File: config.mk
export PLATFORM = sky130hd
export DESIGN_NAME = tbpd_queue
export DESIGN_NICKNAME = d
export VERILOG_FILES = /design/src/rtl/core/assert_macros.svh /design/src/rtl/core/tbpd_pkg.sv /design/src/rtl/core/tbpd_queue.sv
export SDC_FILE = /design/constraint.sdc
export NUM_CORES = 1
export LEC_CHECK = 0
export BUFFER_PORTS_ARGS = -buffer_cell sky130_fd_sc_hd__buf_2
export CAP_MARGIN = 5
export CORE_MARGIN = 3
export CORE_UTILIZATION = 47
export CTS_CLUSTER_SIZE = 20
export DETAILED_ROUTE_END_ITERATION = 8
export PLACE_DENSITY = 0.76
export SLEW_MARGIN = 10
export SYNTH_ARGS = -nofsm -noshare
export SYNTH_HDL_FRONTEND = slang
export SYNTH_SLANG_ARGS = --single-unit
File: constraint.sdc
create_clock -name clk -period 2.2 [get_ports clk]
set_input_delay 0.44 -clock clk [delete_from_list [all_inputs] [get_ports clk]]
set_output_delay 0.44 -clock clk [all_outputs]
set_load 0.1 [all_outputs]
File: src/rtl/core/assert_macros.svh
// Assertion helpers shared by the RTL. Each macro expects clk and arst_n in scope.
`ifndef ASSERT_MACROS_SVH
`define ASSERT_MACROS_SVH

// Checks that an expression holds at every clock edge outside reset.
`define ASSERT_ALWAYS(label, expr, msg) \
	label: assert property (@(posedge clk) disable iff (!arst_n) (expr)) else $error(msg);

// Checks that a condition implies a consequence in the same cycle.
`define ASSERT_IMPLY(label, ante, cons, msg) \
	label: assert property (@(posedge clk) disable iff (!arst_n) (ante) |-> (cons)) \
		else $error(msg);

`endif

File: src/rtl/core/tbpd_pkg.sv
package tbpd_pkg;

	localparam int OP_W     = 2;
	localparam int GROUP_W  = 3;
	localparam int TAXEL_W  = 6;
	localparam int SAMPLE_W = 16;
	localparam int THRESH_W = 16;
	localparam int SUM_W    = 21;
	localparam int REGION_W = 2;

	localparam int GROUP_COUNT   = 6;
	localparam int THRESH_RESET  = 200;

	localparam logic [OP_W-1:0] OP_BASE_FIRST = 2'd0;
	localparam logic [OP_W-1:0] OP_BASE_ACC   = 2'd1;
	localparam logic [OP_W-1:0] OP_DETECT     = 2'd2;
	localparam logic [OP_W-1:0] OP_IGNORED    = 2'd3;

	localparam logic [GROUP_W-1:0] PALM_GROUP = 3'd5;

	localparam logic [REGION_W-1:0] REGION_PALM_UPPER = 2'd0;
	localparam logic [REGION_W-1:0] REGION_PALM_LOWER = 2'd1;
	localparam logic [REGION_W-1:0] REGION_PALM2      = 2'd2;
	localparam logic [REGION_W-1:0] REGION_FINGER     = 2'd3;

	localparam int Q_DEPTH = 2;

	// One detect item after the baseline subtraction.
	typedef struct packed {
		logic               dev_ok;
		logic [SUM_W-1:0]   dev;
		logic [TAXEL_W-1:0] taxel;
		logic [GROUP_W-1:0] grp;
		logic               last;
	} det_t;

	typedef struct packed {
		logic full;
		logic empty;
	} q_stat_t;

endpackage

File: src/rtl/core/tbpd_queue.sv
module tbpd_queue
	import tbpd_pkg::*;
(
	input  logic    clk,
	input  logic    arst_n,
	input  logic    push_valid,
	input  det_t    push_data,
	input  logic    pop,
	output det_t    pop_data,
	output q_stat_t stat
);

	localparam int PTR_W = $clog2(Q_DEPTH);

	det_t             entry_q [Q_DEPTH];
	logic [PTR_W-1:0] wr_ptr_q;
	logic [PTR_W-1:0] rd_ptr_q;
	logic [PTR_W:0]   count_q;
	logic             push;

	assign stat.full  = (count_q == (PTR_W + 1)'(Q_DEPTH));
	assign stat.empty = (count_q == '0);
	assign push       = push_valid && !stat.full;
	assign pop_data   = entry_q[rd_ptr_q];

	always_ff @(posedge clk or negedge arst_n) begin
		if (!arst_n) begin
			wr_ptr_q <= '0;
			rd_ptr_q <= '0;
			count_q  <= '0;
		end else begin
			if (push) begin
				wr_ptr_q <= (wr_ptr_q == PTR_W'(Q_DEPTH - 1)) ? '0 : wr_ptr_q + 1'b1;
			end
			if (pop) begin
				rd_ptr_q <= (rd_ptr_q == PTR_W'(Q_DEPTH - 1)) ? '0 : rd_ptr_q + 1'b1;
			end
			if (push && !pop) begin
				count_q <= count_q + 1'b1;
			end else if (pop && !push) begin
				count_q <= count_q - 1'b1;
			end
		end
	end

	always_ff @(posedge clk) begin
		if (push) begin
			entry_q[wr_ptr_q] <= push_data;
		end
	end

endmodule

# ---- After elaboration in Yosys (flattened, before gate mapping)
# Memory sizes are Yosys's and may differ from the RTL's.
# Cells that the tools add are included.
dict set report word_totals {
  out_inout_bits 34
  regBits 4
  inputBits 36
  mem_bits_rw 64
  memories 1
  word_cells 23
}
# memory words width read_ports rd_clocked_by_memory_dff write_ports line
set mem_list {}
lappend mem_list {entry_q 2 32 1 0 1 tbpd_queue.sv:15} ;# det_t entry_q [Q_DEPTH];
dict set report classes {
  n_eq_ne 1
  mux 6
  reduce_logical 8
  add_sub_neg 4
}
# op n
set ops {}
lappend ops {{$mux W1} 4}
lappend ops {{$mux W2} 2}
lappend ops {{$logic_and A1 B1 Y1} 3}
lappend ops {{$logic_not A1 Y1} 3}
lappend ops {{$add A1 B1 Y1 const B} 2}
lappend ops {{$add A2 B1 Y2 const B} 1}
lappend ops {{$eq A2 B2 Y1 const B} 1}
lappend ops {{$logic_not A2 Y1} 1}
lappend ops {{$reduce_bool A2 Y1} 1}
lappend ops {{$sub A2 B1 Y2 const B} 1}

# ---- Logic depth before layout (Yosys ltp)
dict set report depth {
  ltp_word 7
  ltp_mapped 7
  mapped_depth_nobuf 7
}

# ---- Worst setup path before layout
# No wires, ideal clock.
dict set report synth_timing {
  path_type {register to register}
  from {register count_q[0]}
  to {memory entry_q[0][0] (netlist bit), enable pin}
  synth_period_minus_slack_ns 2.406
  path_stages_with_launch 4
  setup_slack_ns -0.206
  required_time_ns 1.779
  arrival_time_ns 1.985
  n_path_buf 0
  setup_ns 0.421
  cell_sequence {dfrtp_1 nand2b_1 nand2_1 nor2_1}
}
dict set report synth_via {
  elab_chain_cells 5
}
# item line
set synth_lines {}
lappend synth_lines {{start: declaration} tbpd_queue.sv:18} ;# logic [PTR_W:0] count_q;
lappend synth_lines {{start signal: assignment} tbpd_queue.sv:39} ;# count_q <= count_q + 1'b1;
lappend synth_lines {{start signal: assignment} tbpd_queue.sv:41} ;# count_q <= count_q - 1'b1;
lappend synth_lines {{$eq A2 B2 Y1} tbpd_queue.sv:21} ;# assign stat.full = (count_q == (PTR_W + 1)'(Q_DEPTH));
lappend synth_lines {{$logic_not A1 Y1} tbpd_queue.sv:23} ;# assign push = push_valid && !stat.full;
lappend synth_lines {{$logic_and A1 B1 Y1} tbpd_queue.sv:23}
lappend synth_lines {{$mux W1} tbpd_queue.sv:47} ;# if (push) begin
lappend synth_lines {{$mux W1 (implied by the code)} tbpd_queue.sv:48} ;# entry_q[wr_ptr_q] <= push_data;
lappend synth_lines {{end: declaration} tbpd_queue.sv:15}
# Every way passes these cells.

==> flow_summary_export.csv <==
group,metric,value,unit
sta,final-hold-violation-count,0,
sta,worstMarginPinSlew,0.501,ns
placed_design,gp_congestion,0.702,
setup_path,cp_num_buf_inv,2,
global_routing,grt_use_total,13.9,%
setup_path,path_cells,"buf_4 > mux2_2 > buf_2",
floorplanning,rows,26,
clock_tree,cts_root_buf,"clkbuf_8",
finish,layout.nets,237,
setup_path,cp.required,1.76,ns
synthesis,synth_cells,119,
setup_path,rrSetupSlack,0.52,ns
floorplanning,core_area,5270,µm²
clock_tree,cts_tree,"done",
sta,setup_violations,0,
floorplanning,ios,70,
placed_design,dp_hpwl,3070,µm
placed_design,portBuffers,69,
min_path,min_to,"entry_q[0][26]",
sta,fin_skew,0.00911,ns
global_routing,antenna_found_initial,0,
synthesis,yosysSeqAreaShare,76.1,%
finish,area_delta_synth_final,23.1,%
finish,n_antenna_cell,0,
setup_path,r2r_cells,4,
drt,drt-pass1-iter-count,4,
synthesis,postSynthNetCount,156,
min_path,whs_path_depth,1,
setup_path,worst_r2r_startpoint,"count_q[0]",
sta,clock.fmax,484,MHz
sta,grt_setup_unrepaired,"no",
clock_tree,htree_levels,3,
synthesis,syn_area_per_cell,22.3,µm²
drt,drtIter0Drc,61,
global_routing,grt_max_degree,33,
floorplanning,die_area,6590,µm²
drt,drtAntennaViolNets,0,
run,maxCapViolations,0,
drt,drc,0,
setup_path,max_stage_delay,0.42,ns
clock_tree,postCtsSetupRepairBufs,0,
clock_tree,path_clk_slew,0.07,ns
setup_path,crit_type,"register to output pin",
setup_path,cp_slowest_cell,"dfrtp_2",
drt,routedWlPerCell,15.7,µm
floorplanning,die_w,81.2,µm
clock_tree,cts_buffer_depth,2,
setup_path,critPathLaunchType,"register",
clock_tree,insertion_delay,0.32,ns
drt,avgViaCountPerCell,4.72,
clock_tree,cts_buffers,9,
global_routing,grt_pass1_wl,6570,µm
sta,maxSlewViolCount,0,
setup_path,worst-path-max-fanout,13,
floorplanning,die_y,81.2,µm
global_routing,grt_pass1_vias,1365,
global_routing,grt_remaining_overflow,0,
drt,via_count,1298,
synthesis,yosysWarnings,0,
setup_path,crit_family,"buffers and inverters",
setup_path,end_kind,"output pin",
synthesis,ys_types,14,
finish,mostFrequentLayoutCells,"buf_2 (69), edfxtp_1 (64), mux2_4 (29), clkbuf_8 (9), clkbuf_1 (4)",
finish,drive_above_1_share,57.6,%
setup_path,cp.arrival,1.63,ns
finish,layout_commonest_cell,"buf_2",
min_path,hold_path_class,"input port to register",
run_status,status,"complete, no violations",
setup_path,reg2reg_to,"entry_q[0][1]",
synthesis,syn_area,2660,µm²
synthesis,ys_ff_latch,68,
clock_tree,cts_sinks,68,
sta,fin_tns_setup,0,ns
sta,min_period,2.07,ns
min_path,worstHoldStart,"push_data[26]",
sta,slew_headroom,66.8,%
floorplanning,start_util,50.4,%
sta,period_share,94.0,%
drt,drt_wl_total,4310,µm
==> cell usage after synthesis <==
library cell	n	share of area, %
edfxtp_1	64	72
and3_1	1	0.24
nand2b_1	1	0.24
nand2_1	1	0.14
mux2_4	29	16
ha_1	1	0.47
inv_1	3	0.42
nor2_1	3	0.42
mux2_2	3	1.3
dfrtp_1	4	3.8
buf_6	1	0.42
xnor2_1	2	0.66
buf_12	3	2.3
xor2_1	3	0.99
==> state kept, by name, summed over array words and instances (netlist names) <==
| name | flops |
|---|---|
| entry_q | 64 |
| count_q | 2 |
| rd_ptr_q | 1 |
| wr_ptr_q | 1 |
==> how the worst max path moves through the flow <==
stage | start | endpoint | cells after the start
floorplan | count_q[0] | stat[0] | 1
global placement | rd_ptr_q | pop_data[15] | 3
detailed placement | rd_ptr_q | pop_data[10] | 3
CTS | rd_ptr_q | pop_data[10] | 3
global route | rd_ptr_q | pop_data[10] | 3
finish | rd_ptr_q | pop_data[10] | 3
==> per-layer routing <==
metal	routed length [µm]	part of all wire, %	global-route usage [%]	up-vias
li1	-	-	-	615
met1	1750	41	15.9	629
met2	2210	51	23.8	47
met3	290	6.7	4.43	7
met4	51	1.2	6.25	0
met5	0	0	0	-
==> stage by stage <==
step           utilization (%)  cells  worst slack (ns)  instance area [µm²]  hold WS [ns]
6_report                  62.1    275             0.132                 3270         0.301
5_1_grt                   62.1    275            0.0800                 3270         0.289
4_1_cts                   62.1    275             0.112                 3270         0.282
3_5_place_dp              58.5    258             0.478                 3080         0.251
3_3_place_gp              58.5    258             0.497                 3080         0.246
2_1_floorplan                -    119            0.0849                 2660         0.144
==> kinds of logic (layout without fill, tap and decap cells) <==
logic type	Yosys count	in the layout	synth area share, %
buffers and inverters	7	93	3.11
muxes	32	32	17.7
xor gates and xnor gates	5	5	1.65
DFF	68	68	76.1
adders and majority gates	1	1	0.471
and+or+nand+nor	6	6	1.04
==> final cells by class <==
class	count	area [µm²]
well taps	70	87.6
clock buffers	13	139
fillers	401	2000
repair buffers	74	410
multi-input cells	44	561
flip-flops and latches	68	2020
inverters	3	11.3
clock inverters	3	38.8
==> worst reg2reg max path: stages, from the launching register on <==
cell and delay, ns:
dfrtp_1 0.42, nand2b_1 0.18, nand2_1 0.14, nor2_4 0.41, buf_12 0.23
==> repair_timing <==
action	CTS	global route
hold endpoints to repair	4	0
gates resized for setup	0	0
hold buffers	1	0
endpoints found under the setup margin	0	0
Power is not shown: default switching activity piles up to over one toggle a cycle in this logic, so the estimate is an artifact.
