### src/rtl/core/assert_macros.svh
// Assertion helpers shared by the RTL. Each macro expects clk and arst_n in scope.
`ifndef ASSERT_MACROS_SVH
`define ASSERT_MACROS_SVH

// Checks that an expression holds at every clock edge outside reset.
`define ASSERT_ALWAYS(label, expr, msg) \
	label: assert property (@(posedge clk) disable iff (!arst_n) (expr)) else $error(msg);

// Checks that a condition implies a consequence in the same cycle.
`define ASSERT_IMPLY(label, ante, cons, msg) \
	label: assert property (@(posedge clk) disable iff (!arst_n) (ante) |-> (cons)) \
		else $error(msg);

`endif

### src/rtl/core/tbpd_pkg.sv
package tbpd_pkg;

	localparam int OP_W     = 2;
	localparam int GROUP_W  = 3;
	localparam int TAXEL_W  = 6;
	localparam int SAMPLE_W = 16;
	localparam int THRESH_W = 16;
	localparam int SUM_W    = 21;
	localparam int REGION_W = 2;

	localparam int GROUP_COUNT   = 6;
	localparam int THRESH_RESET  = 200;

	localparam logic [OP_W-1:0] OP_BASE_FIRST = 2'd0;
	localparam logic [OP_W-1:0] OP_BASE_ACC   = 2'd1;
	localparam logic [OP_W-1:0] OP_DETECT     = 2'd2;
	localparam logic [OP_W-1:0] OP_IGNORED    = 2'd3;

	localparam logic [GROUP_W-1:0] PALM_GROUP = 3'd5;

	localparam logic [REGION_W-1:0] REGION_PALM_UPPER = 2'd0;
	localparam logic [REGION_W-1:0] REGION_PALM_LOWER = 2'd1;
	localparam logic [REGION_W-1:0] REGION_PALM2      = 2'd2;
	localparam logic [REGION_W-1:0] REGION_FINGER     = 2'd3;

	localparam int Q_DEPTH = 2;

	// One detect item after the baseline subtraction.
	typedef struct packed {
		logic               dev_ok;
		logic [SUM_W-1:0]   dev;
		logic [TAXEL_W-1:0] taxel;
		logic [GROUP_W-1:0] grp;
		logic               last;
	} det_t;

	typedef struct packed {
		logic full;
		logic empty;
	} q_stat_t;

endpackage

### src/rtl/core/tbpd_back.sv
module tbpd_back
	import tbpd_pkg::*;
#(
	parameter int BASELINE_SAMPLES = 20,
	parameter int PALM_UPPER_COUNT = 20,
	parameter int PALM_LOWER_COUNT = 20
) (
	input  logic                clk,
	input  logic                arst_n,
	input  logic                cfg_we,
	input  logic [THRESH_W-1:0] cfg_wdata,
	input  logic                q_valid,
	input  det_t                q_data,
	output logic                pop,
	output logic                out_valid,
	input  logic                out_ready,
	output logic [GROUP_W-1:0]  result_group,
	output logic [SUM_W-1:0]    peak_deviation_x20,
	output logic [TAXEL_W-1:0]  peak_index,
	output logic                contact,
	output logic [REGION_W-1:0] region
);

	localparam logic [TAXEL_W:0] UPPER_END = (TAXEL_W + 1)'(PALM_UPPER_COUNT);
	localparam logic [TAXEL_W:0] LOWER_END = (TAXEL_W + 1)'(PALM_UPPER_COUNT + PALM_LOWER_COUNT);

	function automatic logic [REGION_W-1:0] palm_region(input logic [TAXEL_W-1:0] idx);
		logic [TAXEL_W:0] wide;
		wide = {1'b0, idx};
		if (wide < UPPER_END) begin
			return REGION_PALM_UPPER;
		end else if (wide < LOWER_END) begin
			return REGION_PALM_LOWER;
		end
		return REGION_PALM2;
	endfunction

	logic [SUM_W-1:0]   limit_q;
	logic [SUM_W-1:0]   peak_q;
	logic [TAXEL_W-1:0] idx_q;
	logic               out_valid_q;

	logic               dev_wins;
	logic [SUM_W-1:0]   new_peak;
	logic [TAXEL_W-1:0] new_idx;
	logic               new_contact;

	// Both limit compares run in parallel and the winner of the peak compare picks one.
	assign dev_wins    = q_data.dev_ok && (q_data.dev > peak_q);
	assign new_peak    = dev_wins ? q_data.dev : peak_q;
	assign new_idx     = dev_wins ? q_data.taxel : idx_q;
	assign new_contact = dev_wins ? (q_data.dev > limit_q) : (peak_q > limit_q);

	assign pop       = q_valid && (!q_data.last || !out_valid_q || out_ready);
	assign out_valid = out_valid_q;

	always_ff @(posedge clk or negedge arst_n) begin
		if (!arst_n) begin
			limit_q     <= SUM_W'(BASELINE_SAMPLES * THRESH_RESET);
			peak_q      <= '0;
			idx_q       <= '0;
			out_valid_q <= 1'b0;
		end else begin
			if (cfg_we) begin
				limit_q <= SUM_W'(BASELINE_SAMPLES) * SUM_W'(cfg_wdata);
			end
			if (pop && q_data.last) begin
				peak_q      <= '0;
				idx_q       <= '0;
				out_valid_q <= 1'b1;
			end else begin
				if (pop) begin
					peak_q <= new_peak;
					idx_q  <= new_idx;
				end
				if (out_ready) begin
					out_valid_q <= 1'b0;
				end
			end
		end
	end

	always_ff @(posedge clk) begin
		if (pop && q_data.last) begin
			result_group       <= q_data.grp;
			peak_deviation_x20 <= new_peak;
			peak_index         <= new_idx;
			contact            <= new_contact;
			region             <= (q_data.grp == PALM_GROUP) ? palm_region(new_idx) : REGION_FINGER;
		end
	end

endmodule
### config.mk
export PLATFORM = sky130hd
export DESIGN_NAME = tbpd_back
export DESIGN_NICKNAME = d
export VERILOG_FILES = /design/src/rtl/core/assert_macros.svh /design/src/rtl/core/tbpd_pkg.sv /design/src/rtl/core/tbpd_back.sv
export SDC_FILE = /design/constraint.sdc
export NUM_CORES = 1
export LEC_CHECK = 0
export BUFFER_PORTS_ARGS = -buffer_cell sky130_fd_sc_hd__buf_2
export CAP_MARGIN = 5
export CORE_MARGIN = 1.5
export CORE_UTILIZATION = 57
export DETAILED_ROUTE_END_ITERATION = 16
export HOLD_SLACK_MARGIN = 0.08
export PLACE_DENSITY = 0.81
export RECOVER_POWER = 50
export SYNTH_ARGS = -nofsm -noshare
export SYNTH_HDL_FRONTEND = slang
export SYNTH_SLANG_ARGS = --single-unit
### constraint.sdc
create_clock -name clk -period 2.9 [get_ports clk]
set_input_delay 0.435 -clock clk [delete_from_list [all_inputs] [get_ports clk]]
set_output_delay 0.435 -clock clk [all_outputs]
set_load 0.02 [all_outputs]
# --- Word-level counts from Yosys, hierarchy flattened ---
# Cells that the tools add are included.
# Widths: inputs -> output; s select.
word_totals:
  reg_bits: 80
  inputBits: 53
classes:
  multipliers: 1
  n_eq_ne: 1
  order_cmp: 5
  reduce_logical: 10
  mux: 15
ops:
  columns: ["op", "n"]
  rows:
  - ["$gt 21x21->1", 3]
  - ["$mux 21", 3]
  - ["$mul 3x16->19 const A", 1]
  - ["$mux 6", 3]
  - ["$mux 1", 7]
  - ["$lt 6x5->1 const B", 1]
  - ["$lt 6x6->1 const B", 1]
  - ["$mux 2", 2]
  - ["$reduce_bool 2->1", 2]
  - ["$eq 3x3->1 const B", 1]
  - ["$logic_and 1x1->1", 3]
  - ["$logic_not 1->1", 2]
  - ["$logic_or 1x1->1", 2]
  - ["$reduce_and 2->1", 1]

# --- Logic depth before layout (Yosys ltp) ---
depth:
  depth_word: 8
  mapped_depth: 11
  mapped_depth_nobuf: 10

# --- Worst setup path after synthesis ---
# Ideal clock, no wire load.
synth_path:
  path_kind: "register -> register"
  start: "register out_valid_q (netlist: out_valid)"
  end: "register contact (enable)"
  synth_period_minus_slack_ns: 2.769
  required_ns: 2.476
  t_arrival_ns: 2.345
  setup_ns: 0.424
  path_stages_with_launch: 6
  path_slack_ns: 0.131
  path_cell_list: "dfrtp_1 -> nor2b_1 -> nand2_1 -> nand2_1 -> clkbuf_1 -> nor2_1"
synth_via:
  elab_chain_len: 5
synth_lines:
  columns: ["element", "line", "rtl"]
  rows:
  - ["start: declaration", "tbpd_back.sv:41", "logic out_valid_q;"]
  - ["start signal: assignment", "tbpd_back.sv:62", "out_valid_q <= 1'b0;"]
  - ["start signal: assignment", "tbpd_back.sv:70", "out_valid_q <= 1'b1;"]
  - ["start signal: assignment", "tbpd_back.sv:77", "out_valid_q <= 1'b0;"]
  - ["$logic_not 1->1", "tbpd_back.sv:54", "assign pop = q_valid && (!q_data.last || !out_valid_q || out_ready);"]
  - ["$logic_or 1x1->1 (2 in series)", "tbpd_back.sv:54", null]
  - ["$logic_and 1x1->1", "tbpd_back.sv:54", null]
  - ["$logic_and 1x1->1", "tbpd_back.sv:84", "if (pop && q_data.last) begin"]
  - ["end signal: assignment", "tbpd_back.sv:88", "contact <= new_contact;"]
  - ["end: declaration", "tbpd_back.sv:20", "output logic contact,"]
# Every way passes these cells.
# A chain may end at the register's enable or synchronous reset.

# --- Worst setup path in the final report ---
layout_path:
  start: "register peak_q[15]"
  end: "register region[0], data pin"
layout_via:
  elab_chain_len: 8
  elab_cells_between_ends: 10
  classes_between: "order compare: 3; mux: 6; reduce/logical: 1"
layout_lines:
  columns: ["element", "line", "rtl"]
  rows:
  - ["start: declaration", "tbpd_back.sv:39", "logic [SUM_W-1:0] peak_q;"]
  - ["start signal: assignment", "tbpd_back.sv:73", "peak_q <= new_peak;"]
  - ["$gt 21x21->1 *", "tbpd_back.sv:49", "assign dev_wins = q_data.dev_ok && (q_data.dev > peak_q);"]
  - ["$logic_and 1x1->1 *", "tbpd_back.sv:49", null]
  - ["$mux 6 *", "tbpd_back.sv:51", "assign new_idx = dev_wins ? q_data.taxel : idx_q;"]
  - ["$lt 6x6->1", "tbpd_back.sv:32", "end else if (wide < LOWER_END) begin"]
  - ["$mux 1", "tbpd_back.sv:32", null]
  - ["$mux 1", "tbpd_back.sv:30", "if (wide < UPPER_END) begin"]
  - ["$mux 1", "tbpd_back.sv:84", null]
  - ["$mux 1 *", "tbpd_back.sv:35", "return REGION_PALM2;"]
  - ["end signal: assignment", "tbpd_back.sv:89", "region <= (q_data.grp == PALM_GROUP) ? palm_region(new_idx) : REGION_FINGER;"]
  - ["end: declaration", "tbpd_back.sv:21", "output logic [REGION_W-1:0] region"]
# Mark *: on every way between the ends. The rest lies on a longest branch, timed or not. The select of a mux whose other input is x is not followed.

==> summary.txt <==
Status
  – Status: finished, violations left
  – Failing checks: capacitance limit, slew limit, setup timing

Power and ir drop
  – Max IR drop VDD: 0.304 mV
  – Psw: roughly 1.1 mW
  – Total power: between 3 and 4 mW
  – Comb pwr share: 0.340
  – Total internal power: 2.10 mW
  – Leakage Power: between 3 and 4 nW
  – PwrDens: just over 500 nW/µm²
  – Reg power frac: 0.437
  – Net Sw Frac: 0.340
  – Clk pwr share: 0.222

Critical path
  – FF-to-FF setup slack: -0.09 ns
  – Worst Setup End Kind: flop
  – Reg-to-Reg Start: peak_q[15]
  – CP startpoint: peak_q[15]
  – Crit path max fanout: 5
  – Critical Path Source Type: flop
  – Crit Path Class: flop to flop
  – Crit path DAT: 3.09 ns
  – R2r worst-path depth: 12
  – Reg2reg end: region[0]
  – Setup crit end: region[0]
  – Worst Path Required: 2.99 ns

GRT
  – Gr ovfl total: 0
  – First-pass GRT wire length: 19900 µm
  – Initial antenna violation count: 1
  – Total GRT Usage: 0.256
  – Pin count of the biggest net entering global routing: between 40 and 50
  – Number of global-route vias before repair: 4354

CTS
  – Sinks on Clock Net: 80
  – Hold_buf cts: 0
  – Number of CTS-inserted buffers: 9
  – H-Tree Depth: 3
  – Clock Tree Root: clkbuf_8
  – TritonCTS clock tree: yes
  – Reg clk slew, reported paths: around 0.080 ns
  – Clock latency on the worst-skew pair: about 0.35 ns
  – Maximum buffer depth of the clock tree: 2

Timing
  – Min cycle time layout: 2.99 ns
  – Period Utilization, post-route: 1.03
  – Worst hold slack: between 0.3 and 0.4 ns
  – Worst Tran Pin Value: ~2.4 ns
  – Finish-stage setup viols: 4
  – RSZ-0062 raised after global routing: true
  – Fin. max-slew vios: between 40 and 50
  – Worst Skew: around 0.0072 ns
  – PnR worst setup slack: -0.0925 ns
  – Worst slew margin: -0.615
  – Endpoints failing hold: 0
  – Fmax: between 300 and 400 MHz

Final layout
  – Share of cells above drive strength 1: 0.192
  – Final #Nets: approximately 770
  – Layout area overhead: 19.1%
  – Antenna diode count: 0
  – # fillers: about 680

Route
  – Pre-antenna DRT Iters: 6
  – Vias per cell: 5.80
  – WL final: 11900 µm
  – Via count: between 4000 and 5000
  – Routed Antenna Nets: 0
  – Iteration-0 DRC Markers: approximately 220
  – # DRC: 0
  – Routed WL per cell: ~16 µm

Logic synthesis
  – Post-synth EDFFs: 33
  – Mapped cell area: approximately 5300 µm²
  – Top_reg_cell synth: dfrtp_1
  – Mapped Avg Cell Area: a little over 10 µm²
  – Sequential element share of the synthesized area: 0.414
  – Yosys cell types: 57
  – Syn Inst Count: between 500 and 600
  – Syn. warnings: 0
  – Seq cells post-synth: 80
  – Post-Syn Nets: 650
  – Fraction of registers with async set/reset: 0.588

Hold path
  – Min-Delay Path Class: input pin to flop

Place
  – PortBufs: 87
  – HPWL after DPL: slightly below 9000 µm
  – RePlAce Congestion: approximately 0.9

Run
  – Maximum Capacitance Violations: 1

Floorplanning
  – Die width: approximately 99 µm
  – Core box area: ~8800 µm²
  – Initial Util: 0.594
  – FP Rows: 34
  – DIE AREA: ~10000 µm²
  – Chip height: 99.0 µm
  – IO Pins: slightly below 90
## cell usage in the layout (no fill, tap or decap), drive strengths merged, types with 4 or more instances in the layout
master / instances
ha: 87
buf: 83
inv: 53
clkbuf: 52
nand2: 47
dfrtp: 41
o21ai: 38
edfxtp: 33
a21oi: 30
a22o: 24
a21o: 22
nor2: 15
nand4: 12
nor2b: 6
xnor2: 6
dfstp: 6
mux2i: 6
mux2: 5
and3: 4
o21a: 4
nor3: 4
a31oi: 4
o31ai: 4
clkinv: 4
## cells by family after synthesis
group | count (synthesis) | share of synthesized area
compound gates | 149 | 0.189
xor+xnor | 8 | 0.0133
fa+ha+maj | 88 | 0.211
buf+inv | 67 | 0.0495
flops | 80 | 0.414
mux | 11 | 0.0229
simple gates | 106 | 0.100
## synthesized netlist by cell type (2+ instances only)
cell,number,share of area
ha_1,87,0.21
o21a_1,4,0.0057
o21ai_1,11,0.010
a21boi_0,2,0.0029
clkbuf_1,11,0.0079
dfrtp_1,41,0.20
o211ai_1,3,0.0043
a31oi_1,3,0.0036
o21ai_0,27,0.026
and4_1,2,0.0033
dfstp_2,6,0.030
nand3b_1,2,0.0029
xor2_1,2,0.0033
mux2i_1,5,0.0095
mux2_2,5,0.011
a211oi_1,2,0.0029
or3_1,3,0.0036
xnor2_1,6,0.010
and3_1,4,0.0048
nor2_1,15,0.011
a211o_1,2,0.0033
nand2_1,47,0.034
o21bai_1,3,0.0043
and2_1,2,0.0024
a22o_1,24,0.040
a21o_1,22,0.031
o31ai_1,4,0.0057
nor2b_1,6,0.0071
nor3_1,4,0.0038
o2111ai_1,2,0.0033
inv_1,53,0.038
nand4_1,11,0.013
edfxtp_1,33,0.19
nand3_1,3,0.0029
a21oi_1,30,0.029
## through the flow
stage	util	instances	cell area [µm²]	worst slack [ns]	TNS [ns]
global route	0.707	745	6260	-0.238	-1.43
floorplan	-	509	5260	0.131	0
finish	0.707	745	6260	-0.0925	-0.103
detailed placement	0.678	720	6000	-0.138	-0.442
CTS	0.703	739	6220	0.0131	0
global placement	0.678	720	6000	-0.0937	-0.158
## power groups by stage
stage | clock [mW] | sequential, mW | combinational (mW)
2_1_floorplan | 0 | 1.44 | 0.666
3_3_place_gp | 0 | 1.41 | 0.993
3_5_place_dp | 0 | 1.41 | 1.03
4_1_cts | 0.717 | 1.39 | 1.06
5_1_grt | 0.769 | 1.41 | 1.23
6_report | 0.708 | 1.39 | 1.08
## state kept, by name (all words and copies together) (netlist names)
register / flops
peak_deviation_x20: 21
peak_q: 21
limit_q: 19
idx_q: 6
peak_index: 6
result_group: 3
region: 2
contact: 1
out_valid: 1
## how the worst min path moves through the flow
stage | end | depth (start not counted) | start | slack, ns
floorplan | idx_q[0] | 0 | arst_n | 0.14
global placement | limit_q[15] | 1 | limit_q[15] | 0.47
detailed placement | limit_q[18] | 2 | limit_q[18] | 0.49
CTS | result_group[2] | 1 | q_data[3] | 0.27
global route | result_group[2] | 1 | q_data[3] | 0.30
finish | result_group[0] | 1 | q_data[1] | 0.31
## critical path, cell delays in order (launching register included)
cell and delay, ns:
dfrtp_1 0.36, inv_1 0.06, ha_1 0.31, nand4_1 0.22, nor4_4 0.36, buf_4 0.16
a31o_1 0.18, a31oi_4 0.07, buf_6 0.16, mux2i_4 0.18, buf_4 0.14, and3_1 0.15
or4_1 0.39
## area by class of cell
cell class / instances / area, µm² / area share
flip-flops and latches: 80 / 2170 / 0.347
inverters: 54 / 203 / 0.0324
clock buffers: 10 / 128 / 0.0204
multi-input cells: 362 / 2910 / 0.465
repair buffers: 125 / 676 / 0.108
well taps: 108 / 135 / 0.0216
clock inverters: 6 / 36.3 / 0.00580
## metal layers
layer / part of all wire / global-route usage
met1: 0.43 / 0.321
met2: 0.50 / 0.445
met3: 0.053 / 0.0426
met4: 0.018 / 0.0934
met5: 0 / 0
## repair_timing
action | 4_1_cts | 5_1_grt
setup buffers | 3 | 6
endpoints found under the setup margin | 1 | 11
pin swaps | 3 | 6
resized for setup | 7 | 7
(Power assumes the default switching activity.)
